`src/design/smp_pkg.sv`:
```
// Shared types and constants of the STUN message parser.
`timescale 1ns / 1ps
`default_nettype none

package smp_pkg;

    localparam logic [31:0] MAGIC_COOKIE = 32'h2112_A442;
    localparam logic [16:0] HEADER_BYTES = 17'd20;
    localparam logic [16:0] COUNT_MAX    = 17'h1_FFFF;

    localparam logic [1:0] KIND_HEADER  = 2'd0;
    localparam logic [1:0] KIND_VALUE   = 2'd1;
    localparam logic [1:0] KIND_VERDICT = 2'd2;

    localparam logic [2:0] REASON_NONE    = 3'd0;
    localparam logic [2:0] REASON_SHORT   = 3'd1;
    localparam logic [2:0] REASON_COOKIE  = 3'd2;
    localparam logic [2:0] REASON_LENGTH  = 3'd3;
    localparam logic [2:0] REASON_HDR_CUT = 3'd4;
    localparam logic [2:0] REASON_OVERRUN = 3'd5;

    typedef struct packed {
        logic [7:0] data_byte;
        logic       final_byte;
    } t_in;

    typedef struct packed {
        logic [1:0]  kind;
        logic [15:0] attr_type;
        logic [15:0] attr_length;
        logic [16:0] attr_offset;
        logic [7:0]  value_byte;
        logic        ok;
        logic [2:0]  fail_reason;
        logic [11:0] msg_method;
        logic [1:0]  msg_class;
        logic [31:0] txn_high;
        logic [63:0] txn_low;
        logic        run_end;
    } t_out;

    // Work handed from the classifier to the output side for one request.
    typedef struct packed {
        logic        has_rec;
        logic        rec_is_value;
        logic [15:0] attr_type;
        logic [15:0] attr_length;
        logic [16:0] attr_offset;
        logic [7:0]  value_byte;
        logic        has_verdict;
        logic [2:0]  reason;
        logic [11:0] msg_method;
        logic [1:0]  msg_class;
        logic [31:0] txn_high;
        logic [63:0] txn_low;
    } t_job;

endpackage

`default_nettype wire

```
`src/design/smp_front.sv`:
```
// Byte classifier: header capture, attribute walk and verdict decision.
`timescale 1ns / 1ps
`default_nettype none

module smp_front (
    input  wire logic          i_clk,
    input  wire logic          i_rst_n,
    input  wire logic          i_valid,
    output logic               o_ready,
    input  wire smp_pkg::t_in  i_data,
    input  wire logic          i_full,
    output logic               o_push,
    output smp_pkg::t_job      o_job
);

    logic [16:0] r_byte_count, n_byte_count;
    logic [15:0] r_decl_len, n_decl_len;
    logic [15:0] r_type_word, n_type_word;
    logic [31:0] r_cookie, n_cookie;
    logic [31:0] r_txn_hi, n_txn_hi;
    logic [63:0] r_txn_lo, n_txn_lo;
    logic [1:0]  r_phase, n_phase;
    logic [31:0] r_head, n_head;
    logic [15:0] r_value_left, n_value_left;
    logic [1:0]  r_pad_left, n_pad_left;
    logic [16:0] r_attr_start, n_attr_start;
    logic [2:0]  r_fail, n_fail;
    logic        accept;
    logic [7:0]  b;
    logic [2:0]  reason;

    assign o_ready = !i_full;
    assign accept  = i_valid && o_ready;
    assign b       = i_data.data_byte;
    assign o_push  = accept && (o_job.has_rec || o_job.has_verdict);

    always_comb begin
        n_byte_count = r_byte_count;
        n_decl_len   = r_decl_len;
        n_type_word  = r_type_word;
        n_cookie     = r_cookie;
        n_txn_hi     = r_txn_hi;
        n_txn_lo     = r_txn_lo;
        n_phase      = r_phase;
        n_head       = r_head;
        n_value_left = r_value_left;
        n_pad_left   = r_pad_left;
        n_attr_start = r_attr_start;
        n_fail       = r_fail;
        o_job        = '0;
        reason       = smp_pkg::REASON_NONE;

        if (r_byte_count < 17'd2) begin
            n_type_word = {r_type_word[7:0], b};
        end else if (r_byte_count < 17'd4) begin
            n_decl_len = {r_decl_len[7:0], b};
        end else if (r_byte_count < 17'd8) begin
            n_cookie = {r_cookie[23:0], b};
            if (r_byte_count == 17'd7 && n_cookie != smp_pkg::MAGIC_COOKIE) begin
                n_fail = smp_pkg::REASON_COOKIE;
            end
        end else if (r_byte_count < 17'd12) begin
            n_txn_hi = {r_txn_hi[23:0], b};
        end else if (r_byte_count < smp_pkg::HEADER_BYTES) begin
            n_txn_lo = {r_txn_lo[55:0], b};
        end else if (r_value_left != 16'd0) begin
            o_job.has_rec      = 1'b1;
            o_job.rec_is_value = 1'b1;
            o_job.value_byte   = b;
            n_value_left       = r_value_left - 16'd1;
            if (n_value_left == 16'd0) begin
                n_pad_left = 2'd0 - r_head[1:0];
            end
        end else if (r_pad_left != 2'd0) begin
            n_pad_left = r_pad_left - 2'd1;
        end else begin
            if (r_phase == 2'd0) begin
                n_attr_start = r_byte_count;
            end
            n_head = {r_head[23:0], b};
            if (r_phase == 2'd3) begin
                n_phase       = 2'd0;
                o_job.has_rec = 1'b1;
                n_value_left  = n_head[15:0];
                n_pad_left    = 2'd0;
            end else begin
                n_phase = r_phase + 2'd1;
            end
        end

        if (r_byte_count != smp_pkg::COUNT_MAX) begin
            n_byte_count = r_byte_count + 17'd1;
        end

        o_job.attr_type   = n_head[31:16];
        o_job.attr_length = n_head[15:0];
        o_job.attr_offset = n_attr_start;

        if (i_data.final_byte) begin
            if (n_byte_count < smp_pkg::HEADER_BYTES) begin
                reason = smp_pkg::REASON_SHORT;
            end else if (n_fail != smp_pkg::REASON_NONE) begin
                reason = n_fail;
            end else if ({1'b0, n_decl_len} + smp_pkg::HEADER_BYTES != n_byte_count) begin
                reason = smp_pkg::REASON_LENGTH;
            end else if (n_phase != 2'd0) begin
                reason = smp_pkg::REASON_HDR_CUT;
            end else if (n_value_left != 16'd0) begin
                reason = smp_pkg::REASON_OVERRUN;
            end
            o_job.has_verdict = 1'b1;
            o_job.reason      = reason;
            if (reason == smp_pkg::REASON_NONE) begin
                o_job.msg_method = {n_type_word[13:9], n_type_word[7:5], n_type_word[3:0]};
                o_job.msg_class  = {n_type_word[8], n_type_word[4]};
                o_job.txn_high   = n_txn_hi;
                o_job.txn_low    = n_txn_lo;
            end
            n_byte_count = '0;
            n_decl_len   = '0;
            n_type_word  = '0;
            n_cookie     = '0;
            n_txn_hi     = '0;
            n_txn_lo     = '0;
            n_phase      = '0;
            n_head       = '0;
            n_value_left = '0;
            n_pad_left   = '0;
            n_attr_start = '0;
            n_fail       = '0;
        end
    end

    always_ff @(posedge i_clk) begin
        if (!i_rst_n) begin
            r_byte_count <= '0;
            r_decl_len   <= '0;
            r_type_word  <= '0;
            r_cookie     <= '0;
            r_txn_hi     <= '0;
            r_txn_lo     <= '0;
            r_phase      <= '0;
            r_head       <= '0;
            r_value_left <= '0;
            r_pad_left   <= '0;
            r_attr_start <= '0;
            r_fail       <= '0;
        end else if (accept) begin
            r_byte_count <= n_byte_count;
            r_decl_len   <= n_decl_len;
            r_type_word  <= n_type_word;
            r_cookie     <= n_cookie;
            r_txn_hi     <= n_txn_hi;
            r_txn_lo     <= n_txn_lo;
            r_phase      <= n_phase;
            r_head       <= n_head;
            r_value_left <= n_value_left;
            r_pad_left   <= n_pad_left;
            r_attr_start <= n_attr_start;
            r_fail       <= n_fail;
        end
    end

endmodule

`default_nettype wire

```
`src/design/smp_queue.sv`:
```
// Short job queue between the classifier and the output side.
`timescale 1ns / 1ps
`default_nettype none

module smp_queue #(
    parameter int DEPTH = 4
) (
    input  wire logic          i_clk,
    input  wire logic          i_rst_n,
    input  wire logic          i_push,
    input  wire smp_pkg::t_job i_job,
    output logic               o_full,
    input  wire logic          i_pop,
    output logic               o_valid,
    output smp_pkg::t_job      o_head
);

    localparam int PTR_W = (DEPTH > 1) ? $clog2(DEPTH) : 1;
    localparam int CNT_W = $clog2(DEPTH + 1);
    localparam logic [PTR_W-1:0] LAST_PTR = PTR_W'(DEPTH - 1);
    localparam logic [CNT_W-1:0] FULL_CNT = CNT_W'(DEPTH);

    smp_pkg::t_job    r_slots [DEPTH];
    logic [PTR_W-1:0] r_wr_ptr, r_rd_ptr;
    logic [CNT_W-1:0] r_count;
    logic             do_push, do_pop;

    assign o_full  = (r_count == FULL_CNT);
    assign o_valid = (r_count != '0);
    assign o_head  = r_slots[r_rd_ptr];
    assign do_push = i_push && !o_full;
    assign do_pop  = i_pop && o_valid;

    always_ff @(posedge i_clk) begin
        if (do_push) begin
            r_slots[r_wr_ptr] <= i_job;
        end
    end

    always_ff @(posedge i_clk) begin
        if (!i_rst_n) begin
            r_wr_ptr <= '0;
            r_rd_ptr <= '0;
            r_count  <= '0;
        end else begin
            if (do_push) begin
                r_wr_ptr <= (r_wr_ptr == LAST_PTR) ? '0 : r_wr_ptr + PTR_W'(1);
            end
            if (do_pop) begin
                r_rd_ptr <= (r_rd_ptr == LAST_PTR) ? '0 : r_rd_ptr + PTR_W'(1);
            end
            if (do_push && !do_pop) begin
                r_count <= r_count + CNT_W'(1);
            end else if (do_pop && !do_push) begin
                r_count <= r_count - CNT_W'(1);
            end
        end
    end

endmodule

`default_nettype wire

```
`src/design/smp_back.sv`:
```
// Output side: turns each job into one or two results in an output register.
`timescale 1ns / 1ps
`default_nettype none

module smp_back (
    input  wire logic          i_clk,
    input  wire logic          i_rst_n,
    input  wire logic          i_job_valid,
    input  wire smp_pkg::t_job i_job,
    output logic               o_pop,
    output logic               o_valid,
    input  wire logic          i_ready,
    output smp_pkg::t_out      o_result
);

    logic          r_out_valid, n_out_valid;
    logic          r_second, n_second;
    smp_pkg::t_out r_out, n_out;
    logic          load;

    assign load     = !r_out_valid || i_ready;
    assign o_valid  = r_out_valid;
    assign o_result = r_out;

    always_comb begin
        n_out_valid = r_out_valid;
        n_second    = r_second;
        n_out       = r_out;
        o_pop       = 1'b0;
        if (load) begin
            n_out_valid = 1'b0;
            if (i_job_valid) begin
                n_out_valid = 1'b1;
                n_out       = '0;
                if (i_job.has_rec && !r_second) begin
                    n_out.kind        = i_job.rec_is_value ? smp_pkg::KIND_VALUE
                                                           : smp_pkg::KIND_HEADER;
                    n_out.attr_type   = i_job.attr_type;
                    n_out.attr_length = i_job.attr_length;
                    n_out.attr_offset = i_job.attr_offset;
                    n_out.value_byte  = i_job.value_byte;
                    n_out.run_end     = !i_job.has_verdict;
                    if (i_job.has_verdict) begin
                        n_second = 1'b1;
                    end else begin
                        o_pop = 1'b1;
                    end
                end else begin
                    n_out.kind        = smp_pkg::KIND_VERDICT;
                    n_out.ok          = (i_job.reason == smp_pkg::REASON_NONE);
                    n_out.fail_reason = i_job.reason;
                    n_out.msg_method  = i_job.msg_method;
                    n_out.msg_class   = i_job.msg_class;
                    n_out.txn_high    = i_job.txn_high;
                    n_out.txn_low     = i_job.txn_low;
                    n_out.run_end     = 1'b1;
                    n_second          = 1'b0;
                    o_pop             = 1'b1;
                end
            end
        end
    end

    always_ff @(posedge i_clk) begin
        r_out <= n_out;
    end

    always_ff @(posedge i_clk) begin
        if (!i_rst_n) begin
            r_out_valid <= 1'b0;
            r_second    <= 1'b0;
        end else begin
            r_out_valid <= n_out_valid;
            r_second    <= n_second;
        end
    end

endmodule

`default_nettype wire

```
`src/design/stun_message_parser.sv`:
```
// Top level of the STUN message parser.
`timescale 1ns / 1ps
`default_nettype none

// The parser takes STUN packet bytes, with the last byte marked, and
// reports one record per attribute header, one per attribute value byte
// and a verdict on the last byte. A request is taken in every cycle while the
// job queue has room; a byte that yields both an attribute record and the
// verdict gives two results, and the QUEUE_DEPTH-entry queue between the
// classifier and the output register absorbs that. When nothing waits, a
// result is held in a queue slot, then in the output register. Records ahead
// of a failing verdict are still delivered and must be discarded downstream.
module stun_message_parser #(
    parameter int QUEUE_DEPTH = 4
) (
    input  wire logic          i_clk,
    input  wire logic          i_rst_n,
    input  wire logic          i_valid,
    output logic               o_ready,
    input  wire smp_pkg::t_in  i_data,
    output logic               o_valid,
    input  wire logic          i_ready,
    output smp_pkg::t_out      o_result
);

    smp_pkg::t_job push_job, head_job;
    logic          push, full, head_valid, pop;

    smp_front u_front (
        .i_clk   (i_clk),
        .i_rst_n (i_rst_n),
        .i_valid (i_valid),
        .o_ready (o_ready),
        .i_data  (i_data),
        .i_full  (full),
        .o_push  (push),
        .o_job   (push_job)
    );

    smp_queue #(
        .DEPTH (QUEUE_DEPTH)
    ) u_queue (
        .i_clk   (i_clk),
        .i_rst_n (i_rst_n),
        .i_push  (push),
        .i_job   (push_job),
        .o_full  (full),
        .i_pop   (pop),
        .o_valid (head_valid),
        .o_head  (head_job)
    );

    smp_back u_back (
        .i_clk       (i_clk),
        .i_rst_n     (i_rst_n),
        .i_job_valid (head_valid),
        .i_job       (head_job),
        .o_pop       (pop),
        .o_valid     (o_valid),
        .i_ready     (i_ready),
        .o_result    (o_result)
    );

`ifndef NO_ASSERTIONS
    a_verdict_ends_run: assert property (@(posedge i_clk) disable iff (!i_rst_n)
        o_valid && o_result.kind == smp_pkg::KIND_VERDICT |-> o_result.run_end)
        else $error("verdict is not the last result of its request");

    a_ok_is_clean: assert property (@(posedge i_clk) disable iff (!i_rst_n)
        o_valid && o_result.ok |->
            o_result.kind == smp_pkg::KIND_VERDICT &&
            o_result.fail_reason == smp_pkg::REASON_NONE)
        else $error("ok flag outside a clean verdict");

    a_fail_hides_id: assert property (@(posedge i_clk) disable iff (!i_rst_n)
        o_valid && !o_result.ok |->
            o_result.txn_high == 32'd0 && o_result.txn_low == 64'd0 &&
            o_result.msg_method == 12'd0)
        else $error("transaction id shown without an ok verdict");
`endif

endmodule

`default_nettype wire
```
`config.mk`:
```
export PLATFORM = sky130hd
export DESIGN_NAME = stun_message_parser
export DESIGN_NICKNAME = d
export VERILOG_FILES = /design/src/design/smp_pkg.sv /design/src/design/smp_front.sv /design/src/design/smp_queue.sv /design/src/design/smp_back.sv /design/src/design/stun_message_parser.sv
export SDC_FILE = /design/constraint.sdc
export NUM_CORES = 1
export LEC_CHECK = 0
export ABC_CLOCK_PERIOD_IN_PS = 30600
export BUFFER_PORTS_ARGS = -buffer_cell sky130_fd_sc_hd__buf_4
export CAP_MARGIN = 20
export CORE_MARGIN = 2
export CORE_UTILIZATION = 35
export DETAILED_ROUTE_END_ITERATION = 7
export PLACE_DENSITY = 0.48
export SLEW_MARGIN = 20
export SYNTH_ARGS = -nofsm -noshare
export SYNTH_HDL_FRONTEND = slang
export SYNTH_SLANG_ARGS = --single-unit
export TNS_END_PERCENT = 1
```
`constraint.sdc`:
```
create_clock -name i_clk -period 30.6 [get_ports i_clk]
set_clock_uncertainty 0.2 [all_clocks]
set_input_delay 3.06 -clock i_clk [delete_from_list [all_inputs] [get_ports i_clk]]
set_output_delay 3.06 -clock i_clk [all_outputs]
set_load 0.02 [all_outputs]
```
== Word-level counts from Yosys, hierarchy flattened ==
Memory sizes are Yosys's and may differ from the RTL's. A register that Yosys moved wholly into a read port is not among the register bits.
Index checks and enable logic that the tools add are counted.
Widths: inputs -> output; s select.

* Eq/ne operators: 15
* $lt $le $gt $ge: 6
* Multiplexer cells: 111
* Add/subtract/negate cells: 10
* Reductions and logical operators: 33

{| class="wikitable"
|+ Operators by type and width
! kind !! number
|-
| $mux 32 || 13
|-
| $mux 64 || 6
|-
| $mux 16 || 12
|-
| $mux 17 || 11
|-
| $mux 114 || 1
|-
| $mux 110 || 1
|-
| $mux 24 || 4
|-
| $mux 2 || 28
|-
| $mux 8 || 6
|-
| $mux 3 || 13
|-
| $lt 17x4->1 const B || 2
|-
| $lt 17x5->1 const B || 2
|-
| $ne 32x30->1 const B || 1
|-
| $reduce_bool 16->1 || 2
|-
| $mux 14 || 2
|-
| $add 16x5->17 const B || 1
|-
| $add 17x1->17 const B || 1
|-
| $eq 17x3->1 const B || 1
|-
| $lt 17x2->1 const B || 1
|-
| $lt 17x3->1 const B || 1
|-
| $ne 17x17->1 || 1
|-
| $ne 17x17->1 const B || 1
|-
| $logic_not 16->1 || 1
|-
| $sub 16x1->16 const B || 1
|-
| 23 further kinds || 62
|}

* Memories: 1
* Register bits after elaboration: 422
* Bits in writable memories: 692
* Output and inout port bits: 176
* Input bits: 13

{| class="wikitable"
|+ Memories
! name !! words !! bits a word !! rd ports !! clocked after Yosys merged registers in !! write ports !! line !! source
|-
| u_queue.r_slots || 4 || 173 || 1 || 1 || 1 || smp_queue.sv:23 || <nowiki>smp_pkg::t_job r_slots [DEPTH];</nowiki>
|}

== Longest topological paths before layout ==
* Word-level depth: 26
* Depth in mapped cells: 19
* Mapped depth without buffers: 14

== Cells and area by module ==
Synthesis repeated with hierarchy kept, for this count alone.

* Cell total of the unflattened synthesis: 3177
* Area total of the unflattened synthesis: 46296.9 sq um

{| class="wikitable"
|+ Modules (own cells, without submodules)
! module !! area each (sq um) !! seq. area each (sq um) !! times used !! cells each
|-
| smp_queue || 25450.7 || 20960.1 || 1 || 954
|-
| smp_front || 14303.7 || 4784.6 || 1 || 1844
|-
| smp_back || 6542.5 || 5265.0 || 1 || 379
|}

== Worst setup path after synthesis ==
Ideal clock, no wire load.

* Path type: input to register
* From: input port i_ready
* To: register u_queue.r_count[2]
* Slack: 16.234 ns
* Stages on the path: 9
* Setup time: 0.076 ns
* Path buffers: 0
* Data arrival time: 14.090 ns
* Cell sequence: inv_1 > a21oi_1 > nand2_1 > ha_1 > inv_1 > fa_1 > xor2_1 > or3_1 > a21boi_0

* Word-level cells in the longest chain between the ends: 6

{| class="wikitable"
|+ Ends and longest elaborated chain
! what !! line !! source
|-
| start: declaration || stun_message_parser.sv:22 || <nowiki>input wire logic i_ready,</nowiki>
|-
| $logic_or 1x1->1 (*) || smp_back.sv:21 || <nowiki>assign load = !r_out_valid || i_ready;</nowiki>
|-
| $mux 1 (*) || smp_back.sv:30 || <nowiki>if (load) begin</nowiki>
|-
| $logic_and 1x1->1 (*) || smp_queue.sv:32 || <nowiki>assign do_pop = i_pop && o_valid;</nowiki>
|-
| $logic_not 1->1 || smp_queue.sv:52 || <nowiki>if (do_push && !do_pop) begin</nowiki>
|-
| $logic_and 1x1->1 || smp_queue.sv:52 ||
|-
| $mux 3 or $reduce_bool 2->1 (tied branches) || n/a ||
|-
| end signal: assignment || smp_queue.sv:53 || <nowiki>r_count <= r_count + CNT_W'(1);</nowiki>
|-
| end signal: assignment || smp_queue.sv:55 || <nowiki>r_count <= r_count - CNT_W'(1);</nowiki>
|-
| end: declaration || smp_queue.sv:25 || <nowiki>logic [CNT_W-1:0] r_count;</nowiki>
|}

Every way passes the cells marked *; elsewhere a longest branch is shown, timed or not.
A chain may end at the register's enable or synchronous reset.

==> reports/results.md <==
Cells and area
* P&R area growth vs syn: 15.5%
* most common cell after layout, fill and taps aside: sky130_fd_sc_hd__edfxtp_1
* Post-layout nets: 3259
* fin area: 54400 um^2
* top library cells by usage in the layout, fill and taps aside: sky130_fd_sc_hd__edfxtp_1, sky130_fd_sc_hd__dfxtp_1, sky130_fd_sc_hd__nor2b_1
* share of final-layout standard cells stronger than drive strength 1: 23.2%
* filler instances: 12200

Setup path
* maximum fanout count along the critical path: 48
* Critical Path, Cell by Cell: buf_4 -> mux2_2 -> ha_1 -> o211ai_1 -> o21ai_0 -> and3_1 -> o31ai_1 -> xnor2_1 -> a31o_2 -> o2111ai_1 -> o21a_4 -> buf_4 -> buf_4 -> nor3_1
* capture point of the worst path: u_queue.r_slots[0][1]
* cell type with the highest occurrence count on the critical path: sky130_fd_sc_hd__buf_4
* largest stage delay on the critical path: 0.84 ns
* Levels on crit path: 14
* path type of the worst setup path: primary input to register
* kind of start point of the critical path: primary input
* master of the slowest instance on the critical path: sky130_fd_sc_hd__buf_4
* Worst Path Required: 30.85 ns
* Critical path buffers and inverters: 3
* beginning of the critical path: i_data[3]
* minimum setup slack among reg-to-reg paths: 23.21 ns
* length in cells of the worst reg-to-reg path: 15
* element type at the critical path end: register
* capture point of the worst reg-to-reg path: u_queue.r_slots[0][1]
* launch instance of the worst register-to-register path: u_front.r_byte_count[9]
* family with the most delay on the worst path: compound AO/OA/AOI/OAI gates
* arrival time at the worst endpoint: 8.03 ns

Route
* length of the first detailed-routing pass in iterations: 5
* DRC violations left: 0
* wire length after detailed routing: 119000 um
* post-DR vias/cell: 5.31
* Detailed Route Iter0 Violations: 2204
* routed via count: 27100
* Antenna Nets Post-Route: 0
* Avg WL per Cell: 23.4 um

GRT
* overall overflow remaining after global route: 0
* number of global-route vias before repair: 28000
* gr usage total: 17.3%
* global-route wire length before repair: 179000 um
* maximum number of pins on one net before global-route repair: 130
* number of antenna violations at the first check in global routing: 6

Place
* last weighted congestion value of the routability-driven placer: 0.828
* pre-CTS setup slack: 22.02 ns
* dpl hpwl: 69900 um
* Cell Area, Placed: 50300 um^2
* count of port buffers added during placement: 188

Synthesis
* Synth Area in Compound Gates: 5.78%
* main combinational cell family by area after synthesis: simple AND/OR/NAND/NOR gates
* share of synthesized area spent on multiplexers: 12.1%
* XOR/XNOR share of the synthesized area: 0.709%
* register area share after synthesis: 65.8%
* net count after synthesis: 3138
* number of synthesized flops with an enable pin: 866
* average cell area after synthesis: 15.1 um^2
* Post-Syn Area: 47100 um^2
* most used flip-flop cell after synthesis: sky130_fd_sc_hd__edfxtp_1
* share of synthesized registers carrying an async set or reset: 0%
* flops & latches, synth: 1116
* post-synthesis adder-cell area fraction: 0.361%
* simple-gate share of the synthesized area: 12.9%
* Ys Warns: 0
* number of different library cells in the post-synthesis netlist: 81
* cells after synthesis: 3112

Die
* standard-cell rows: 134
* Core ar.: 134000 um^2
* Die Area: 138000 um^2
* initial cell density of the core: 35.3%
* die outline height: 371 um
* Horiz. Die Dim: 371 um
* number of placed I/O pins: 189

Power and ir drop
* VDD IR-drop max: 0.211 mV
* leakage: 17.5 nW
* power per cell area: 81.1 nW/um^2
* total power after layout: 4.42 mW

Timing
* Worst Hold Slack: 0.282 ns
* setup repair after global routing missed its margin: false
* Worst Tran Pin Value: 1.17 ns
* worst slew margin relative to its limit: 21.9%
* count of endpoints failing setup in the final report: 0
* final worst path period share: 25.4%
* Slew Limit Fails: 0
* TNS Setup: 0 ns
* fmax: 0.129 GHz
* minimum period implied by the final worst setup slack: 7.78 ns
* final hold violation count: 0
* min setup slack post-route: 22.82 ns

Clock network
* Max clock buf depth: 3
* CTS tree: done
* count of hold-fix buffers inserted at cts: 0
* clock root buffer master: sky130_fd_sc_hd__clkbuf_16
* post-cts sizing count: 0
* number of CTS-inserted buffers: 130
* clock-pin slew reported for the worst setup and hold paths after clock tree synthesis: 0.06 ns
* H-tree levels: 4
* total setup buffers inserted after CTS: 0
* Clock Sinks: 1116
* Worst-Skew Late Latency: 0.77 ns

Min path
* Hold Crit Class: register to register
* Hold Path Stages: 2
* hold path startpoint: u_front.r_fail[2]

Job
* maxcap violations: 0

Run status
* status: complete, no violations

## metrics by stage
step                      utilization [%]  cells
after global placement               37.6   4866
after global routing                 40.7   5107
after CTS                            40.7   5105
after floorplan                         -   3112
after detailed placement             37.6   4867
final                                40.7   5109
## tightest hold or removal path, cell delays in order, from the launching register on
cell and delay (ns):
sky130_fd_sc_hd__dfxtp_1 0.34, sky130_fd_sc_hd__inv_1 0.06, sky130_fd_sc_hd__nor2_1 0.04
## worst min-delay path by stage
stage / to / slack, ns
2_1_floorplan: u_front.r_fail[2] / 0.23
4_1_cts: u_front.r_fail[2] / 0.28
3_5_place_dp: u_front.r_fail[2] / 0.27
3_3_place_gp: u_front.r_fail[2] / 0.26
6_report: u_front.r_fail[2] / 0.28
5_1_grt: u_front.r_fail[2] / 0.30
## cell usage after synthesis, types with 5 or more instances
cell type	number	area share, %
sky130_fd_sc_hd__xor2_1	12	0.22
sky130_fd_sc_hd__nor4b_1	8	0.15
sky130_fd_sc_hd__mux4_2	172	8.2
sky130_fd_sc_hd__nor3_2	100	2.1
sky130_fd_sc_hd__a22oi_1	211	3.4
sky130_fd_sc_hd__o22ai_1	6	0.080
sky130_fd_sc_hd__or4_1	53	0.84
sky130_fd_sc_hd__nor2_1	58	0.46
sky130_fd_sc_hd__nor3_1	44	0.47
sky130_fd_sc_hd__buf_2	12	0.13
sky130_fd_sc_hd__a31oi_1	8	0.11
sky130_fd_sc_hd__nor4_1	13	0.17
sky130_fd_sc_hd__mux2_2	49	1.2
sky130_fd_sc_hd__inv_1	19	0.15
sky130_fd_sc_hd__nand4_1	21	0.28
sky130_fd_sc_hd__and2_1	189	2.5
sky130_fd_sc_hd__xnor2_1	21	0.39
sky130_fd_sc_hd__ha_1	12	0.32
sky130_fd_sc_hd__buf_6	12	0.29
sky130_fd_sc_hd__nor3b_1	6	0.096
sky130_fd_sc_hd__nand3_1	22	0.23
sky130_fd_sc_hd__a211oi_1	9	0.14
sky130_fd_sc_hd__clkbuf_1	186	1.5
sky130_fd_sc_hd__nor2b_1	225	3.0
sky130_fd_sc_hd__or3_1	77	1.0
sky130_fd_sc_hd__edfxtp_1	866	55
sky130_fd_sc_hd__and3_1	19	0.25
sky130_fd_sc_hd__dfxtp_1	250	11
sky130_fd_sc_hd__nand2_1	77	0.61
sky130_fd_sc_hd__buf_1	29	0.23
sky130_fd_sc_hd__nand2b_1	5	0.066
sky130_fd_sc_hd__a21oi_1	42	0.45
sky130_fd_sc_hd__a21boi_0	13	0.21
sky130_fd_sc_hd__mux2i_1	127	2.7
sky130_fd_sc_hd__o21ai_0	48	0.51
sky130_fd_sc_hd__and4_1	6	0.11
## logic make-up (layout without fill, tap and decap cells)
logic type,after synthesis,in the layout
adder cells (fa/ha/maj),13,13
XOR/XNOR,35,35
buffers and inverters,260,487
other,0,2
AO/OA/AOI/OAI,389,389
AND/OR/NAND/NOR,949,949
flip-flops,1116,1116
multiplexers,350,350
## metal layers
metal	routed length (um)	track usage [%]	up-vias
met4	2650	5.03	2
met2	55600	27.3	678
li1	-	-	12300
met1	55400	24.2	14000
met3	5790	3.60	179
met5	7	0	-
## power by group
group | total [mW] | internal [mW] | switching (mW) | leakage, nW
Combinational | 0.976 | 0.393 | 0.584 | 5.49
Clock | 1.50 | 0.883 | 0.618 | 2.02
Sequential | 1.94 | 1.87 | 0.0691 | 10.0
Total | 4.42 | 3.14 | 1.27 | 17.5
## flip-flops by register name (all words and copies together), names as in the netlist, 3 cells and up, named ones only
name                  flops
u_queue.r_count           3
u_queue.r_slots         692
u_front.r_cookie         24
u_front.r_txn_lo         64
u_front.r_byte_count     17
u_front.r_head           32
u_front.r_value_left     16
u_front.r_txn_hi         32
u_front.r_fail            3
u_back.o_result         174
u_front.r_decl_len       16
u_front.r_attr_start     17
u_front.r_type_word      14
## area by class of cell
class | count | area (um^2) | share of cell area [%]
Inverter | 19 | 72.6 | 0.133
Sequential cell | 1116 | 31000 | 57.0
Clock buffer | 178 | 3550 | 6.52
Timing Repair Buffer | 230 | 1850 | 3.40
Multi-Input combinational cell | 1736 | 15200 | 27.9
Antenna cell | 2 | 5.00 | 0.00919
Clock inverter | 60 | 568 | 1.04
Tap cell | 1768 | 2210 | 4.06
Note: power is estimated with default switching activity, not from simulation.
